==> src/design/pfa_pkg.sv <==
// ----------------------------------------------------------------------------
// pfa_pkg: shared types and codes of the page frame allocator
// Request and response payloads, action and status codes, and the control
// bundle that the operation decoder hands back to the sequencer.
// ----------------------------------------------------------------------------
package pfa_pkg;

  localparam int PAGE_IN_W = 10;
  localparam int CFG_W     = 11;
  localparam int REF_OUT_W = 16;

  localparam logic [2:0] ACT_INIT   = 3'd0;
  localparam logic [2:0] ACT_ALLOC  = 3'd1;
  localparam logic [2:0] ACT_FREE   = 3'd2;
  localparam logic [2:0] ACT_INCREF = 3'd3;
  localparam logic [2:0] ACT_DECREF = 3'd4;

  localparam logic [1:0] ST_OK    = 2'd0;
  localparam logic [1:0] ST_NOMEM = 2'd1;
  localparam logic [1:0] ST_RULE  = 2'd2;
  localparam logic [1:0] ST_RANGE = 2'd3;

  localparam logic CFG_TOTAL    = 1'b0;
  localparam logic CFG_RESERVED = 1'b1;

  localparam logic [CFG_W-1:0] TOTAL_RESET    = 11'd1024;
  localparam logic [CFG_W-1:0] RESERVED_RESET = 11'd0;

  typedef struct packed {
    logic [2:0]           action;
    logic [PAGE_IN_W-1:0] page_number;
  } req_t;

  typedef struct packed {
    logic [1:0]           status;
    logic [PAGE_IN_W-1:0] granted_page;
    logic [REF_OUT_W-1:0] ref_after;
    logic                 released;
  } rsp_t;

  typedef struct packed {
    logic [1:0] status;
    logic       wr_ref;
    logic       flag_next;
    logic       push;
    logic       pop;
    logic       released;
  } ctl_t;

endpackage

==> src/design/pfa_exec.sv <==
// ----------------------------------------------------------------------------
// pfa_exec: operation decoder of the page frame allocator
// Given the action and the entry read from the count memory, decides the
// status, the new count and flag, and whether the free stack is pushed or
// popped.
// ----------------------------------------------------------------------------
module pfa_exec #(
  parameter int REF_BITS = 16
) (
  input  logic [2:0]                   action,
  input  logic                         page_oob,
  input  logic                         stack_empty,
  input  logic                         stack_full,
  input  logic [REF_BITS-1:0]          cnt,
  input  logic                         flag,
  output pfa_pkg::ctl_t                ctl,
  output logic [REF_BITS-1:0]          cnt_next,
  output logic [pfa_pkg::REF_OUT_W-1:0] ref_after
);

  logic [REF_BITS-1:0] cnt_out;
  logic [31:0]         cnt_wide;

  always_comb begin
    ctl           = '0;
    ctl.status    = pfa_pkg::ST_OK;
    ctl.flag_next = flag;
    cnt_next      = cnt;
    cnt_out       = '0;
    unique case (action)
      pfa_pkg::ACT_ALLOC: begin
        if (stack_empty) begin
          ctl.status = pfa_pkg::ST_NOMEM;
        end else begin
          ctl.pop       = 1'b1;
          ctl.wr_ref    = 1'b1;
          ctl.flag_next = 1'b0;
          cnt_out       = cnt;
        end
      end
      pfa_pkg::ACT_FREE: begin
        if (page_oob) begin
          ctl.status = pfa_pkg::ST_RANGE;
        end else begin
          cnt_out = cnt;
          if (flag || (cnt != '0)) begin
            ctl.status = pfa_pkg::ST_RULE;
          end else if (!stack_full) begin
            ctl.push      = 1'b1;
            ctl.wr_ref    = 1'b1;
            ctl.flag_next = 1'b1;
          end
        end
      end
      pfa_pkg::ACT_INCREF: begin
        if (page_oob) begin
          ctl.status = pfa_pkg::ST_RANGE;
        end else begin
          // The count saturates at its largest value.
          if (cnt != '1) begin
            cnt_next = cnt + REF_BITS'(1);
          end
          ctl.wr_ref = 1'b1;
          cnt_out    = cnt_next;
        end
      end
      pfa_pkg::ACT_DECREF: begin
        if (page_oob) begin
          ctl.status = pfa_pkg::ST_RANGE;
        end else if (cnt == '0) begin
          ctl.status = pfa_pkg::ST_RULE;
        end else begin
          cnt_next   = cnt - REF_BITS'(1);
          ctl.wr_ref = 1'b1;
          cnt_out    = cnt_next;
          if (cnt_next == '0) begin
            // A page that is already listed is not pushed a second time.
            if (flag) begin
              ctl.status = pfa_pkg::ST_RULE;
            end else begin
              ctl.released = 1'b1;
              if (!stack_full) begin
                ctl.push      = 1'b1;
                ctl.flag_next = 1'b1;
              end
            end
          end
        end
      end
      default: begin
      end
    endcase
  end

  assign cnt_wide  = 32'(cnt_out);
  assign ref_after = cnt_wide[pfa_pkg::REF_OUT_W-1:0];

endmodule

==> config.mk <==
export PLATFORM = sky130hd
export DESIGN_NAME = pfa_exec
export DESIGN_NICKNAME = d
export VERILOG_FILES = /design/src/design/pfa_pkg.sv /design/src/design/pfa_exec.sv
export SDC_FILE = /design/constraint.sdc
export NUM_CORES = 1
export LEC_CHECK = 0
export BUFFER_PORTS_ARGS = -buffer_cell sky130_fd_sc_hd__buf_4
export CAP_MARGIN = 20
export CELL_PAD_IN_SITES_DETAIL_PLACEMENT = 2
export CELL_PAD_IN_SITES_GLOBAL_PLACEMENT = 2
export CORE_MARGIN = 2
export CORE_UTILIZATION = 28
export DETAILED_ROUTE_END_ITERATION = 6
export PLACE_DENSITY_LB_ADDON = 0.1
export SYNTH_ARGS = -nofsm -noshare
export SYNTH_HDL_FRONTEND = slang
export SYNTH_SLANG_ARGS = --single-unit
==> constraint.sdc <==
create_clock -name vclk -period 6.8
set_input_delay 1.36 -clock vclk [all_inputs]
set_output_delay 1.36 -clock vclk [all_outputs]
set_load 0.02 [all_outputs]
* Word level (Yosys, flattened, before mapping)
Index checks and enable logic that the tools add are counted.
** Storage, ports and cells
- Register bits :: 0
- Word-level logic and storage cells :: 50
** Operators by class
- Add/sub/neg operators :: 2
- Eq/ne operators :: 5
- Muxes and demuxes :: 39
- Reduce and logical (&&, ||, !) cells :: 4
** Operators by type and width (count)
- two-way mux 16 bit :: 9
- case mux 16 bit (4 select lines) :: 1
- zero test 16 bit :: 2
- case mux 16 bit (2 select lines) :: 1
- two-way mux 2 bit :: 11
- adder 16 x 1 -> 16 bit (second input constant) :: 1
- != test 16 bit (second input constant) :: 1
- nonzero test 16 bit :: 1
- subtractor 16 x 1 -> 16 bit (second input constant) :: 1
- two-way mux 3 bit :: 5
- case mux 3 bit (4 select lines) :: 1
- two-way mux 1 bit :: 9
- equality test 3 x 2 -> 1 bit (second input constant) :: 2
- equality test 3 x 1 -> 1 bit (second input constant) :: 1
- equality test 3 bit (second input constant) :: 1
- case mux 1 bit (3 select lines) :: 1
- case mux 1 bit (2 select lines) :: 1
- logical OR 1 bit :: 1

* Longest topological paths before layout
- Word-level depth :: 6
- Gate-level depth with buffers :: 10

* Worst setup path after synthesis
No wires, ideal clock.
- Path type :: input port to output port
- Start point :: input port cnt[1]
- End point :: output port ctl[2] (netlist bit)
- Arrival :: 3.417 ns
- Required time :: 5.440 ns
- Path slack :: 2.023 ns
- Cell stages on the path :: 9
- Cells stage by stage :: clkbuf_1 -> inv_1 -> ha_1 -> nor3b_2 -> and2_1 -> nand3_1 -> o21ai_0 -> a41oi_1 -> nor3_1
** RTL lines
- from (decl) :: line pfa_exec.sv:14 : input logic [REF_BITS-1:0] cnt,
- to (decl) :: line pfa_exec.sv:16 : output pfa_pkg::ctl_t ctl,

==> results_dict.tcl <==
set metrics [dict create \
    die_h_um 79.9 \
    p_comb_frac 1.000 \
    finalCritPeriodShare 0.758 \
    antenna_cells 0 \
    pwr-share-clk 0 \
    mostFrequentLayoutCells "buf_4 (63), nand2_1 (33), nor2_1 (20)" \
    final_common_cell "buf_4" \
    syn_inst 253 \
    cp-end-kind "output pin" \
    seq_area_frac_synth 0 \
    setup_viol 0 \
    dr.pass1.iters 4 \
    power_density_nw_per_um2 62.0 \
    fin_nets 323 \
    worstPathRequired_ns 5.44 \
    synthAdderAreaFrac 0.0388 \
    slew_viol_final 0 \
    ios 62 \
    dp_hpwl_mm 5.22 \
    crit_family "simple AND/OR/NAND/NOR gates" \
    p_sw_uw 77.6 \
    crit_top_cell "buf_4" \
    grt_pass1_wl_mm 11.0 \
    maxCapViolations 0 \
    die_area_um2 6380 \
    drt_iter0_markers 58 \
    drc_errors 0 \
    portBuffers 62 \
    core_um2 5540 \
    intPower_uw 50.7 \
    cp_max_fo 10 \
    routed_wl_mm 6.71 \
    min_period_ns 5.16 \
    synth-simple-area-share 0.401 \
    drtAntennaViolNets 0 \
    dieWidth_um 79.9 \
    critical_path.max_stage_delay_ns 0.49 \
    critPathArrivalTime_ns 3.80 \
    cts_setup_buffers 0 \
    crit_type "in -> out" \
    fmax_mhz 194 \
    start_util 0.291 \
    synth_area_um2 1610 \
    synthMuxAreaShare 0.0373 \
    grt_overflow_total 0 \
    crit_chain "buf_4 > inv_1 > ha_1 > nor3b_2 > and2_1 > nand3_1 > o21ai_0 > nand4_1 > nor3_1 > buf_4" \
    whs_ns 3.00 \
    status "completed" \
    syn_nets 281 \
    yosys.cell_types.count 59 \
    start_kind "primary input" \
    final-hold-violation-count 0 \
    area_growth_pct 28.3 \
    cts.repair.resized 0 \
    hp-class "in -> out" \
    detail_route.wl_per_cell_um 18.4 \
    synth_xor_area_frac 0.0761 \
    avgSynthCellArea_um2 6.37 \
    seqCellArea_um2 0 \
    synth_top_family_by_area "simple AND/OR/NAND/NOR gates" \
    vdd_drop_max_uv 25.2 \
    track_usage 0.209 \
    antenna_found_initial 0 \
    finalWeightedCongestion 0.792 \
    grt_pass1_vias 2134 \
    setup-tns-final_ns 0 \
    dp.cells 365 \
    synth_compound_area_frac 0.359 \
    viasPerCell 5.86 \
    tightestPinTransition_ns 0.947 \
    rsz0062_at_grt "false" \
    maxSlewHeadroom 0.367 \
    p_sw_frac 0.605 \
    rows 27 \
    critPathBufInv 3 \
    clockBufferCount 0 \
    grt_max_degree 21 \
    cellLeakagePower_nw 0.910 \
    layoutNonFillerInstCount 365 \
    cts_hold_buf 0 \
    seq_cells 0 \
    vias 2138 \
    yosysWarningCount 0 \
    drive_gt1_frac 0.276 \
    pwr-share-seq 0 \
    worst_path_max_delay_cell "nor3b_2" \
]
-- metrics by stage --
| stage | power, mW | setup WS (ns) | utilization | instance area (um^2) |
|---|---|---|---|---|
| finish | 0.128 | 1.64 | 0.373 | 2070 |
| global route | 0.139 | 1.37 | 0.373 | 2070 |
| CTS | 0.129 | 1.62 | 0.373 | 2070 |
| detailed placement | 0.129 | 1.58 | 0.373 | 2070 |
| global placement | 0.127 | 1.72 | 0.373 | 2070 |
| floorplan | 0.0763 | 2.02 | - | 1610 |
-- layer usage --
metal | vias up | global-route usage | wire length [um]
li1 | 1027 | - | -
met1 | 1069 | 0.295 | 3200
met2 | 38 | 0.373 | 3290
met3 | 4 | 0 | 174
met4 | 0 | 0.0153 | 51
met5 | - | 0 | 0
-- synthesized netlist by cell type (2+ instances only) --
library cell,number,area share
o21ai_1,2,0.0062
o41ai_1,2,0.011
nand4_1,4,0.016
a31oi_1,6,0.023
buf_2,5,0.016
inv_1,9,0.021
and2_1,2,0.0078
nor2_1,20,0.047
nand3_1,11,0.034
xnor2_1,7,0.038
and4_1,3,0.016
a211oi_1,2,0.0093
nor2b_1,3,0.012
and3_1,4,0.016
nor4_1,4,0.016
a2bb2oi_1,3,0.016
o221ai_1,2,0.011
a41oi_1,4,0.022
nor4_4,2,0.026
nor3_1,14,0.043
a21o_1,8,0.037
a21oi_1,14,0.043
mux2i_1,6,0.037
nand2_1,33,0.077
nand2_2,2,0.0078
o22ai_1,4,0.016
o211ai_1,4,0.019
buf_6,2,0.014
a22oi_2,3,0.023
xor2_1,7,0.038
ha_1,5,0.039
o21ai_0,12,0.037
nor3b_1,3,0.014
clkbuf_1,16,0.037
-- layout make-up --
type / count / area, um^2
inverters: 9 / 33.8
fillers: 722 / 3470
multi-input cells: 221 / 1470
well taps: 72 / 90.1
repair buffers: 63 / 473
-- power groups by stage --
| stage | Combinational (mW) | Sequential (mW) | Clock, mW |
|---|---|---|---|
| CTS | 0.129 | 0 | 0 |
| global route | 0.139 | 0 | 0 |
| floorplan | 0.0763 | 0 | 0 |
| detailed placement | 0.129 | 0 | 0 |
| global placement | 0.127 | 0 | 0 |
| finish | 0.128 | 0 | 0 |
-- cells by family after synthesis --
kind of cell / count (synthesis)
buffers and inverters: 32
multiplexers: 6
XOR/XNOR: 14
AO/OA/AOI/OAI: 80
adder cells (fa/ha/maj): 5
AND/OR/NAND/NOR: 116
-- worst paths after layout --
kind | start | to | slack (ns) | depth (start not counted)
max | cnt[0] | ctl[0] | 1.64 | 10
min | stack_full | ctl[2] | 3.00 | 3
Power figures use the tool's default switching activity.
